==> src/design/sigma_delta_motion_detect_defines.svh <==
// Assertion macros shared by the sigma-delta motion detector RTL.
// Users must have clk_i and rst_ni in scope; no other dependencies.
`ifndef SIGMA_DELTA_MOTION_DETECT_DEFINES_SVH
`define SIGMA_DELTA_MOTION_DETECT_DEFINES_SVH

// Same-cycle implication, disabled while reset is asserted.
`define SDMD_ASSERT_NOW(lbl, ante, cons, msg) \
  lbl: assert property (@(posedge clk_i) disable iff (!rst_ni) (ante) |-> (cons)) \
    else $error(msg);

// Next-cycle implication, disabled while reset is asserted.
`define SDMD_ASSERT_NEXT(lbl, ante, cons, msg) \
  lbl: assert property (@(posedge clk_i) disable iff (!rst_ni) (ante) |=> (cons)) \
    else $error(msg);

`endif

==> src/design/sdmd_pkg.sv <==
// Shared types, constants and helper functions for the sigma-delta motion detector.
// No dependencies; the interfaces, top level, front and back end use it by scoped names.
package sdmd_pkg;

  // Frame size in pixels; a power of two, so the index wraps by truncation.
  localparam int unsigned FRAME_PIXELS = 65536;
  localparam int unsigned ADDR_W       = $clog2(FRAME_PIXELS);

  localparam int unsigned PIX_W     = 8;
  localparam int unsigned IDX_W     = 16;
  localparam int unsigned CFG_W     = 8;
  localparam int unsigned CFG_IDX_W = 2;
  localparam int unsigned ENTRY_W   = 2 * PIX_W;

  // Decoupling queue between front and back.
  localparam int unsigned QUEUE_DEPTH = 2;
  localparam int unsigned QPTR_W      = $clog2(QUEUE_DEPTH);
  localparam int unsigned QCNT_W      = $clog2(QUEUE_DEPTH + 1);

  // Register reset values.
  localparam logic [CFG_W-1:0] GAIN_RST        = 8'd2;
  localparam logic [CFG_W-1:0] VAR_FLOOR_RST   = 8'd1;
  localparam logic [CFG_W-1:0] VAR_CEILING_RST = 8'd254;

  typedef enum logic [CFG_IDX_W-1:0] {
    CFG_GAIN        = 2'd0,
    CFG_VAR_FLOOR   = 2'd1,
    CFG_VAR_CEILING = 2'd2
  } cfg_idx_e;

  typedef struct packed {
    logic [CFG_W-1:0] gain;
    logic [CFG_W-1:0] var_floor;
    logic [CFG_W-1:0] var_ceiling;
  } cfg_t;

  // One decoded pixel word as it sits in the queue.
  typedef struct packed {
    logic [PIX_W-1:0]  pixel;
    logic [ADDR_W-1:0] addr;
    logic              first;
  } item_t;

  // One stored entry: background and variance of a pixel position.
  typedef struct packed {
    logic [PIX_W-1:0] background;
    logic [PIX_W-1:0] variance;
  } entry_t;

  // Move cur one level toward target.
  function automatic logic [PIX_W-1:0] step_toward(input logic [PIX_W-1:0] cur,
                                                   input logic [PIX_W-1:0] target);
    logic [PIX_W-1:0] res;
    res = cur;
    if (cur < target) begin
      res = cur + PIX_W'(1);
    end else if (cur > target) begin
      res = cur - PIX_W'(1);
    end
    return res;
  endfunction

endpackage

==> src/design/sdmd_pix_if.sv <==
// Pixel input channel: valid/ready handshake with the pixel word fields.
// Depends on sdmd_pkg for field widths.
interface sdmd_pix_if;
  logic                            valid;
  logic                            ready;
  logic [sdmd_pkg::PIX_W-1:0]      pixel;
  logic [sdmd_pkg::IDX_W-1:0]      pixel_index;
  logic                            first_frame;

  modport source (output valid, output pixel, output pixel_index, output first_frame,
                  input ready);
  modport sink   (input valid, input pixel, input pixel_index, input first_frame,
                  output ready);
endinterface

==> src/design/sdmd_front.sv <==
// Front end: accepts pixel words, decodes the store address and queues them.
// Depends on sdmd_pkg and sdmd_pix_if.
module sdmd_front (
  input  logic                clk_i,
  input  logic                rst_ni,
  sdmd_pix_if.sink            pix_i,
  output logic                q_valid_o,
  output sdmd_pkg::item_t     q_item_o,
  input  logic                q_pop_i
);

  sdmd_pkg::item_t                   entries_q [sdmd_pkg::QUEUE_DEPTH];
  logic [sdmd_pkg::QPTR_W-1:0]       wr_ptr_q, wr_ptr_d;
  logic [sdmd_pkg::QPTR_W-1:0]       rd_ptr_q, rd_ptr_d;
  logic [sdmd_pkg::QCNT_W-1:0]       count_q, count_d;
  sdmd_pkg::item_t                   item_in;
  logic                              push;
  logic                              pop;

  // Decode the incoming word; the frame size is a power of two, so the
  // position wraps by keeping the low address bits.
  always_comb begin
    item_in.pixel = pix_i.pixel;
    item_in.addr  = sdmd_pkg::ADDR_W'(pix_i.pixel_index);
    item_in.first = pix_i.first_frame;
  end

  assign pix_i.ready = (count_q != sdmd_pkg::QCNT_W'(sdmd_pkg::QUEUE_DEPTH));
  assign push        = pix_i.valid && pix_i.ready;
  assign pop         = q_pop_i && (count_q != '0);

  assign q_valid_o = (count_q != '0);
  assign q_item_o  = entries_q[rd_ptr_q];

  // Queue pointer and fill-count update.
  always_comb begin
    wr_ptr_d = wr_ptr_q;
    rd_ptr_d = rd_ptr_q;
    count_d  = count_q;
    if (push) begin
      wr_ptr_d = wr_ptr_q + sdmd_pkg::QPTR_W'(1);
    end
    if (pop) begin
      rd_ptr_d = rd_ptr_q + sdmd_pkg::QPTR_W'(1);
    end
    if (push && !pop) begin
      count_d = count_q + sdmd_pkg::QCNT_W'(1);
    end else if (pop && !push) begin
      count_d = count_q - sdmd_pkg::QCNT_W'(1);
    end
  end

  always_ff @(posedge clk_i or negedge rst_ni) begin
    if (!rst_ni) begin
      wr_ptr_q <= '0;
      rd_ptr_q <= '0;
      count_q  <= '0;
    end else begin
      wr_ptr_q <= wr_ptr_d;
      rd_ptr_q <= rd_ptr_d;
      count_q  <= count_d;
    end
  end

  // Queue storage needs no reset.
  always_ff @(posedge clk_i) begin
    if (push) begin
      entries_q[wr_ptr_q] <= item_in;
    end
  end

endmodule

==> src/flat_wrapper.sv <==
// flat-port wrapper written by rule: the top's interface ports become plain ports
module sdmd_front_flat 
  (clk_i, rst_ni, q_valid_o, q_item_o, q_pop_i, pix_i_valid, pix_i_pixel, pix_i_pixel_index, pix_i_first_frame, pix_i_ready);
  sdmd_pix_if pix_i_i ();
  input  logic clk_i;
  input  logic rst_ni;
  output logic q_valid_o;
  output sdmd_pkg::item_t q_item_o;
  input  logic q_pop_i;
  input wire logic [$bits(pix_i_i.valid)-1:0] pix_i_valid;
  input wire logic [$bits(pix_i_i.pixel)-1:0] pix_i_pixel;
  input wire logic [$bits(pix_i_i.pixel_index)-1:0] pix_i_pixel_index;
  input wire logic [$bits(pix_i_i.first_frame)-1:0] pix_i_first_frame;
  output wire logic [$bits(pix_i_i.ready)-1:0] pix_i_ready;
  assign pix_i_i.valid = pix_i_valid;
  assign pix_i_i.pixel = pix_i_pixel;
  assign pix_i_i.pixel_index = pix_i_pixel_index;
  assign pix_i_i.first_frame = pix_i_first_frame;
  assign pix_i_ready = pix_i_i.ready;
  sdmd_front u_core (.clk_i(clk_i), .rst_ni(rst_ni), .pix_i(pix_i_i), .q_valid_o(q_valid_o), .q_item_o(q_item_o), .q_pop_i(q_pop_i));
endmodule
==> config.mk <==
export PLATFORM = sky130hd
export DESIGN_NAME = sdmd_front_flat
export DESIGN_NICKNAME = d
export VERILOG_FILES = /design/src/design/sigma_delta_motion_detect_defines.svh /design/src/design/sdmd_pkg.sv /design/src/design/sdmd_pix_if.sv /design/src/design/sdmd_front.sv /design/src/flat_wrapper.sv
export SDC_FILE = /design/constraint.sdc
export NUM_CORES = 1
export LEC_CHECK = 0
export ABC_CLOCK_PERIOD_IN_PS = 3750
export BUFFER_PORTS_ARGS = -buffer_cell sky130_fd_sc_hd__buf_2
export CAP_MARGIN = 20
export CORE_ASPECT_RATIO = 2
export CORE_MARGIN = 4
export CORE_UTILIZATION = 42
export CTS_CLUSTER_DIAMETER = 30
export DETAILED_ROUTE_END_ITERATION = 16
export GPL_TIMING_DRIVEN = 0
export PLACE_DENSITY = 0.66
export SYNTH_ARGS = -nofsm -noshare
export SYNTH_HDL_FRONTEND = slang
export SYNTH_SLANG_ARGS = --single-unit
==> constraint.sdc <==
create_clock -name clk_i -period 3.75 [get_ports clk_i]
set_input_delay 0.75 -clock clk_i [delete_from_list [all_inputs] [get_ports clk_i]]
set_output_delay 0.75 -clock clk_i [all_outputs]
set_load 0.1 [all_outputs]
==> results of run 1 <==
-- per-stage QoR --
stage | area, sq um | util | worst slack [ns] | cells | hold slack [ns]
2_1_floorplan | 2100 | - | 0.790 | 96 | 0.454
3_3_place_gp | 2450 | 0.503 | 0.853 | 208 | 0.470
3_5_place_dp | 2460 | 0.506 | 1.51 | 209 | 0.500
4_1_cts | 2610 | 0.536 | 1.38 | 217 | 0.225
5_1_grt | 2630 | 0.541 | 1.34 | 218 | 0.213
6_report | 2630 | 0.541 | 1.41 | 218 | 0.235
-- Yosys cell counts, drive strengths merged --
master	instances
ha	1
buf	3
inv	1
xnor2	3
mux2	25
edfxtp	50
and3	1
nand2b	1
nor2	2
nand2	2
or2	1
dfrtp	4
xor2	2
-- area by class of cell --
cell class	instances	share of cell area
Clock inverter	2	0.0228
Tap cell	57	0.0271
Timing Repair Buffer	57	0.121
Clock buffer	6	0.0314
Inverter	1	0.00143
Multi-Input combinational cell	38	0.169
Buffer	3	0.0195
Sequential cell	54	0.608
-- cells in the final DEF (no fill, tap or decap) --
cell / n
buf_12: 2
buf_2: 55
buf_16: 1
or2_1: 1
edfxtp_1: 50
mux2_2: 6
mux2_4: 19
bufinv_16: 2
inv_1: 1
buf_8: 1
xor2_1: 2
clkbuf_8: 6
nand2_1: 2
buf_6: 1
nor2_1: 1
ha_1: 1
and3_1: 1
xnor2_1: 3
dfrtp_1: 4
nor2_2: 1
nand2b_1: 1
-- metal layers --
layer  vias to the layer above  part of all wire  wire [um]  track usage
met4                         0             0.021         70       0.0597
met3                         6             0.045        153       0.0263
li1                        493                 -          -            -
met1                       509              0.34       1160        0.123
met5                         -                 0          0            0
met2                        30              0.59       2010        0.224
-- flip-flops by register name, indices dropped and copies added, names as in the netlist --
name / count
u_core.wr_ptr_q: 1
u_core.entries_q: 50
u_core.rd_ptr_q: 1
u_core.count_q: 2
-- cells by family (layout without fill, tap and decap cells) --
group | after synthesis | count (layout) | synth area share
and+or+nand+nor | 7 | 7 | 0.0161
buffers and inverters | 4 | 69 | 0.0262
xor gates and xnor gates | 5 | 5 | 0.0209
DFF | 54 | 54 | 0.763
adders and majority gates | 1 | 1 | 0.00596
muxes | 25 | 25 | 0.168
-- path summary, 6_finish.rpt --
check | startpoint | to | slack [ns] | cells past startpoint
min in group clk_i | u_core.wr_ptr_q$_DFFE_PN0P_ | u_core.wr_ptr_q$_DFFE_PN0P_ | 0.52 | 1
setup / recovery | u_core.rd_ptr_q$_DFFE_PN0P_ | q_item_o[2] | 1.41 | 4
hold reg to reg | u_core.wr_ptr_q$_DFFE_PN0P_ | u_core.wr_ptr_q$_DFFE_PN0P_ | 0.52 | 1
setup reg to reg | u_core.count_q[0]$_DFFE_PN0P_ | u_core.entries_q[0][24]$_DFFE_PP_ | 1.99 | 4
hold / removal | rst_ni | u_core.count_q[0]$_DFFE_PN0P_ | 0.23 | 1
max in group asynchronous | rst_ni | u_core.rd_ptr_q$_DFFE_PN0P_ | 3.40 | 1
==> summary.md, run 1 <==
| Metric | Value |
|---|---|
| PostCTS Resize Cnt | 0 |
| Post-synthesis cell area | roughly 2100 sq um |
| Slowest Stage Delay on Critical Path | ~0.42 ns |
| Tcrit/Tclk final | 0.625 |
| Mean Syn Cell Area | roughly 22 sq um |
| Final hold vios | 0 |
| Vias/cell | 4.76 |
| Cell taking the most area after synthesis | edfxtp_1 |
| Multi-input logic area | between 400 and 500 sq um |
| Post-CTS setup buffers | 0 |
| Vias in the first global route | ~1100 |
| Slew margin rel. | 0.597 |
| Ant diodes | 0 |
| Final setup violating endpoints | 0 |
| Worst Max-Slew Pin Slew | 0.604 ns |
| Crit-path slowest cell | buf_2 |
| RD Place Congestion | slightly below 0.7 |
| Row Count | 36 |
| Max_cap viols | 0 |
| Unique masters post-synth | 15 |
| CTS tree | done |
| HPWL Detailed | about 2.6 mm |
| Num Clock Sinks | 54 |
| H-tree depth | 2 |
| RSZ-0062 raised after global routing | false |
| Clock Path Buffers | 2 |
| Pins Over Slew Limit | 0 |
| Synth top area share | 0.715 |
| Setup_tns | 0 ns |
| Wire length per cell | 15.6 um |
| GRT Overall Usage | 0.121 |
| Clock Skew | between 0.01 and 0.015 ns |
| CTS clk-pin slew, worst paths | about 0.10 ns |
| Hold crit path type | in2async |
| Critical path arrival | around 1.6 ns |
| CP delay by family, top | buffers and inverters |
| Cts hold-fix bufs | 0 |
| Port bufs | 55 |
| Syn. warnings | 0 |
| Vias post-DR | approximately 1000 |
| Antenna violations before repair | 0 |
| Largest net degree at the start of global routing | 26 |
| Endpoint class of the critical path | output pin |
| Sequential Area | about 1600 sq um |
| CP Buf/Inv Count | 3 |
| Mapped Nets | roughly 130 |
| CP Cell Sequence | buf_6 -> buf_12 -> mux2_4 -> buf_2 |
| CP max FO | 10 |
| Share of layout cells above drive strength 1 | 0.584 |
| Worst Setup Start Kind | flip-flop |
| Clock Tree Root | clkbuf_8 |
| Die H | ~110 um |
| Critical path class | reg2out |
| Sequential-to-total area share from yosys stat | 0.763 |
| Ports | between 50 and 60 |
| Register bit total from synthesis | 54 |
| Min cycle time layout | between 2 and 2.5 ns |
| First-pass GRT wire length | 5.51 mm |
| CTS buffer count | 5 |
| DR DRC count | 0 |
| Post-route ant nets | 0 |
| Starting Density | 0.432 |
| Core area | just under 5000 sq um |
| GRT overflow | 0 |
| # nets final | between 150 and 200 |
| FMAX | approximately 0.43 GHz |
| CP Data Required Time | roughly 3.0 ns |
| Gate Count Post-Synth | 96 |
| Outcome | completed |
| Filler Cells Inserted | 419 |
| Clk Latency, worst-skew pair | approximately 0.3 ns |
| Initial DRC Count | 22 |
| WL final | 3.40 mm |
| Width of the die | just under 60 um |
| Ranking of synthesized cells by area | edfxtp_1 (72%), mux2_4 (14%), dfrtp_1 (4.8%) |
| 1st-pass router iterations | 3 |
| Die area | ~6300 sq um |
| Area Overhead vs Synth | 25.4% |
Power of run 1 is not shown: default switching activity piles up to over one toggle a cycle in this logic, so the estimate is an artifact.
==> inputs of run 2 (changes only) <==
Settings changed: ABC_CLOCK_PERIOD_IN_PS 3750 to 2350.
Clock period 3.75 ns to 2.35 ns, I/O delays scaled along.
==> summary.md, run 2 (synthesized netlist as in run 1, its figures left out) <==
| Metric | Value |
|---|---|
| Outcome | completed (unchanged) |
| Tcrit/Tclk final | 0.879 |
| Worst Max-Slew Pin Slew | 0.596 ns (was 0.604 ns) |
| Ports | 56 (unchanged) |
| Reg with most FFs | u_core.entries_q (unchanged) |
| CP Data Required Time | 1.88 ns (was 3.00 ns) |
| Endpoint class of the critical path | output pin (unchanged) |
| Hold path startpoint | pix_i_pixel[5] |
| First-pass GRT wire length | 5.35 mm (was 5.51 mm) |
| Clock Tree Root | clkbuf_8 (unchanged) |
| Clk Latency, worst-skew pair | 0.30 ns (about the same) |
| Most common cell after layout, fill and taps aside | buf_2 (unchanged) |
| Starting Density | 0.432 (unchanged) |
| 1st-pass router iterations | 4 (was 3) |
| Final hold vios | 0 (unchanged) |
| Multi-input logic area | 448 sq um (was 445 sq um) |
| Critical path class | reg2out (unchanged) |
| Hold Path End | u_core.entries_q[1][22]$_DFFE_PP_ |
| Share of layout cells above drive strength 1 | 0.586 (was 0.584) |
| Antenna violations before repair | 0 (unchanged) |
| RSZ-0062 raised after global routing | false (unchanged) |
| Fin area | 2650 sq um (was 2630 sq um) |
| Placed instance area | 2470 sq um (was 2460 sq um) |
| Area Overhead vs Synth | 26.0% (was 25.4%) |
| Vias in the first global route | 1168 (was 1130) |
| Hold-critical path depth | 1 |
| Cells on worst reg2reg path | 4 (unchanged) |
| Hold_ws | 0.348 ns (was 0.235 ns) |
| Die H | 108 um (unchanged) |
| Setup_tns | 0 ns (unchanged) |
| Core area | 4860 sq um (unchanged) |
| FMAX | just under 0.5 GHz |
| DR DRC count | 0 (unchanged) |
| Slew margin rel. | 0.602 (was 0.597) |
| Vias/cell | 4.79 (was 4.76) |
| Row Count | 36 (unchanged) |
| H-tree depth | 2 (unchanged) |
| Crit Reg-Reg Startpoint | u_core.count_q[0]$_DFFE_PN0P_ (unchanged) |
| # nets final | 191 (was 190) |
| WL final | 3.46 mm (was 3.40 mm) |
| Vias post-DR | 1049 (was 1038) |
| Pins Over Slew Limit | 0 (unchanged) |
| Filler Cells Inserted | 411 (was 419) |
| GRT Overall Usage | 0.121 (unchanged) |
| Min cycle time layout | ~2.1 ns |
| Max FFs per register | 50 (unchanged) |
| RD Place Congestion | 0.615 (was 0.689) |
| Port bufs | 55 (unchanged) |
| CTS clk-pin slew, worst paths | 0.09 ns (was 0.10 ns) |
| PostCTS Resize Cnt | 0 (unchanged) |
| Worst Setup Start Kind | flip-flop (unchanged) |
| Initial DRC Count | 20 (was 22) |
| R2R setup slack | 0.62 ns (was 1.99 ns) |
| HPWL Detailed | 2.61 mm (was 2.60 mm) |
| CTS tree | done (unchanged) |
| Commonest non-fill, non-tap cells in the layout | buf_2 (55), edfxtp_1 (50), mux2_4 (19) (unchanged) |
| Hold crit path type | in2reg (was in2async) |
| GRT overflow | 0 (unchanged) |
| Num Clock Sinks | 54 (unchanged) |
| CP max FO | 10 (unchanged) |
| Clock Skew | 0.0103 ns (was 0.0124 ns) |
| Max_cap viols | 0 (unchanged) |
| Die area | 6260 sq um (unchanged) |
| Final setup violating endpoints | 0 (unchanged) |
| Wire length per cell | 15.8 um (was 15.6 um) |
| Ant diodes | 0 (unchanged) |
| Width of the die | 58.0 um (unchanged) |
| Largest net degree at the start of global routing | 26 (unchanged) |
| Critical path arrival | 1.60 ns (was 1.59 ns) |
| Post-route ant nets | 0 (unchanged) |
| Reg-to-Reg End | u_core.entries_q[0][12]$_DFFE_PP_ (was u_core.entries_q[0][24]$_DFFE_PP_) |
| Clock Path Buffers | 2 (unchanged) |
| Largest regs | u_core.entries_q (50), u_core.count_q (2) (unchanged) |
| Sequential Area | 1600 sq um (unchanged) |
| CTS buffer count | 5 (unchanged) |
[run 2: changes by cell type in the layout (fill, tap and decap cells not counted), sizes merged]
cell	delta
dlygate4sd3	+1
[run 2: cell type report]
cell class                 instances  area share
buffer                             3      0.0194
clock buffer                       6      0.0312
clock inverter                     2      0.0227
inverter                           1     0.00142
multi-input combinational         38       0.169
sequential                        54       0.605
tap                               57      0.0270
timing repair buffer              58       0.124
[run 2: repair_timing]
| item | 4_1_cts | 5_1_grt |
|---|---|---|
| endpoints found under the hold margin | 4 | 0 |
| hold buffers | 1 | 0 |
| buffers inserted | 0 | 0 |
[run 2: worst max-delay path: stages (launching register included)]
cell and delay (ns):
dfrtp_1 0.38, buf_6 0.14, buf_12 0.15, mux2_4 0.19, buf_2 0.42
[run 2: worst max path at each step]
stage | startpoint | endpoint | slack, ns | cells past startpoint
6_report | u_core.rd_ptr_q$_DFFE_PN0P_ | q_item_o[9] | 0.28 | 4
3_5_place_dp | pix_i_valid | u_core.entries_q[1][17]$_DFFE_PP_ | 0.39 | 2
4_1_cts | u_core.rd_ptr_q$_DFFE_PN0P_ | q_item_o[23] | 0.26 | 4
5_1_grt | u_core.rd_ptr_q$_DFFE_PN0P_ | q_item_o[4] | 0.22 | 4
2_1_floorplan | u_core.count_q[0]$_DFFE_PN0P_ | u_core.entries_q[0][0]$_DFFE_PP_ | 0.18 | 3
3_3_place_gp | pix_i_valid | u_core.entries_q[0][17]$_DFFE_PP_ | 0.35 | 3
[run 2: per-layer routing]
metal,vias to the layer above,GRT usage,share of wire
met3,8,0.0418,0.063
met4,0,0.0663,0.028
met2,33,0.239,0.61
met5,-,0,0
li1,496,-,-
met1,512,0.0949,0.30
[run 2: metrics by stage]
stage / utilization / worst slack [ns] / std cells
floorplan: - / 0.184 / 96
global placement: 0.504 / 0.353 / 208
detailed placement: 0.507 / 0.388 / 209
CTS: 0.538 / 0.259 / 218
global route: 0.544 / 0.219 / 219
finish: 0.544 / 0.284 / 219
Power of run 2 is left out for the same reason.
==> inputs of run 3 (changes only) <==
Settings changed: CORE_UTILIZATION 42 to 50, PLACE_DENSITY 0.66 to 0.76.
==> summary.md, run 3 (synthesized netlist as in run 1, its figures left out) <==
| Metric | Value |
|---|---|
| Outcome | completed (unchanged) |
| Ant diodes | 0 (unchanged) |
| Commonest non-fill, non-tap cells in the layout | buf_2 (55), edfxtp_1 (50), mux2_4 (19) (unchanged) |
| GRT overflow | 0 (unchanged) |
| H-tree depth | 2 (unchanged) |
| Die area | 5360 sq um (was 6260 sq um) |
| Vias post-DR | 1037 (was 1049) |
| CTS tree | done (unchanged) |
| Met3 Routed Length | 171 um (was 216 um) |
| Clock Skew | 0.00951 ns (was 0.0103 ns) |
| Die H | 99.6 um (was 108 um) |
| 1st-pass router iterations | 4 (unchanged) |
| Max_cap viols | 0 (unchanged) |
| CTS buffer count | 5 (unchanged) |
| M1 WL | 1.03 mm (was 1.04 mm) |
| Most common cell after layout, fill and taps aside | buf_2 (unchanged) |
| Critical path class | reg2out (unchanged) |
| Num Clock Sinks | 54 (unchanged) |
| Setup_tns | 0 ns (unchanged) |
| Largest regs | u_core.entries_q (50), u_core.count_q (2) (unchanged) |
| PostCTS Resize Cnt | 0 (unchanged) |
| Critical path arrival | 1.59 ns (was 1.60 ns) |
| Cells on worst reg2reg path | 4 (unchanged) |
| R2R setup slack | 0.62 ns (about the same) |
| Endpoint class of the critical path | output pin (unchanged) |
| Clock Tree Root | clkbuf_8 (unchanged) |
| Reg with most FFs | u_core.entries_q (unchanged) |
| Slew margin rel. | 0.588 (was 0.602) |
| Max FFs per register | 50 (unchanged) |
| RD Place Congestion | 0.784 (was 0.615) |
| Clk Latency, worst-skew pair | 0.29 ns (was 0.30 ns) |
| Worst Setup Start Kind | flip-flop (unchanged) |
| Starting Density | 0.514 (was 0.432) |
| Min cycle time layout | 2.06 ns (was 2.07 ns) |
| Max layer used | met4 (unchanged) |
| Hold crit path type | in2reg (unchanged) |
| WL final | 3.15 mm (was 3.46 mm) |
| Row Count | 33 (was 36) |
| Vias/cell | 4.85 (was 4.79) |
| Hold Path End | u_core.entries_q[1][23]$_DFFE_PP_ (was u_core.entries_q[1][22]$_DFFE_PP_) |
| Final setup violating endpoints | 0 (unchanged) |
| Vias in the first global route | 1143 (was 1168) |
| Final hold vios | 0 (unchanged) |
| Initial DRC Count | 19 (was 20) |
| DR WL met2 | 1.85 mm (was 2.10 mm) |
| Share of layout cells above drive strength 1 | 0.586 (unchanged) |
| # nets final | 191 (unchanged) |
| FMAX | 0.485 GHz (was 0.484 GHz) |
| Reg-to-Reg End | u_core.entries_q[0][20]$_DFFE_PP_ (was u_core.entries_q[0][12]$_DFFE_PP_) |
| Largest net degree at the start of global routing | 26 (unchanged) |
| Area Overhead vs Synth | 23.8% (was 26.0%) |
| Clock Path Buffers | 2 (unchanged) |
| HPWL Detailed | 2.36 mm (was 2.61 mm) |
| Antenna violations before repair | 0 (unchanged) |
| CTS clk-pin slew, worst paths | 0.09 ns (about the same) |
| DR DRC count | 0 (unchanged) |
| Core area | 4090 sq um (was 4860 sq um) |
| GRT Overall Usage | 0.133 (was 0.121) |
| Width of the die | 53.8 um (was 58.0 um) |
| Hold path startpoint | pix_i_pixel[6] (was pix_i_pixel[5]) |
| Hold-critical path depth | 1 (unchanged) |
| Port bufs | 55 (unchanged) |
| Wire length per cell | 14.7 um (was 15.8 um) |
| CP Data Required Time | 1.88 ns (about the same) |
| Pins Over Slew Limit | 0 (unchanged) |
| Crit Reg-Reg Startpoint | u_core.count_q[0]$_DFFE_PN0P_ (unchanged) |
| Worst Max-Slew Pin Slew | 0.617 ns (was 0.596 ns) |
| CP max FO | 10 (unchanged) |
| Ports | 56 (unchanged) |
| RSZ-0062 raised after global routing | false (unchanged) |
| Tcrit/Tclk final | 0.878 (was 0.879) |
| First-pass GRT wire length | 5.08 mm (was 5.35 mm) |
| Post-route ant nets | 0 (unchanged) |
==> run 3: timing repair <==
item / in CTS / in global routing
hold buffers: 1 / 0
endpoints found under the hold margin: 4 / 0
setup buffers: 0 / 0
==> run 3: through the flow <==
stage / hold slack (ns) / setup slack [ns] / utilization / cells / cell area (sq um)
6_report: 0.358 / 0.287 / 0.636 / 214 / 2600
5_1_grt: 0.339 / 0.234 / 0.636 / 214 / 2600
4_1_cts: 0.344 / 0.265 / 0.629 / 213 / 2570
3_5_place_dp: 0.280 / 0.398 / 0.605 / 204 / 2470
3_3_place_gp: 0.273 / 0.384 / 0.598 / 203 / 2440
2_1_floorplan: 0.174 / 0.184 / - / 96 / 2100
==> run 3: worst max path at each step <==
stage,from,endpoint,cells after the start
after floorplan,u_core.count_q[0]$_DFFE_PN0P_,u_core.entries_q[0][0]$_DFFE_PP_,3
after global placement,pix_i_valid,u_core.entries_q[0][14]$_DFFE_PP_,3
after detailed placement,u_core.count_q[0]$_DFFE_PN0P_,u_core.entries_q[1][8]$_DFFE_PP_,2
after CTS,u_core.rd_ptr_q$_DFFE_PN0P_,q_item_o[3],4
after global routing,u_core.rd_ptr_q$_DFFE_PN0P_,q_item_o[3],4
final,u_core.rd_ptr_q$_DFFE_PN0P_,q_item_o[3],4
==> run 3: worst max-delay path, cell delays in order, from the launching register on <==
cell,delay (ns)
dfrtp_1,0.39
buf_6,0.15
buf_12,0.15
mux2_4,0.19
buf_2,0.42
==> run 3: final cells by class <==
type,count,area [sq um]
repair buffers,58,340
fillers,300,1490
flip-flops and latches,54,1600
plain buffers,3,51.3
multi-input cells,38,448
clock inverters,3,21.3
clock buffers,5,68.8
well taps,52,65.1
inverters,1,3.75
==> run 3: layer usage <==
metal / track usage / vias to the layer above
met3: 0.0345 / 9
met4: 0.0728 / 0
met2: 0.241 / 31
li1: - / 495
met1: 0.127 / 502
met5: 0 / -
Power of run 3 is left out for the same reason.
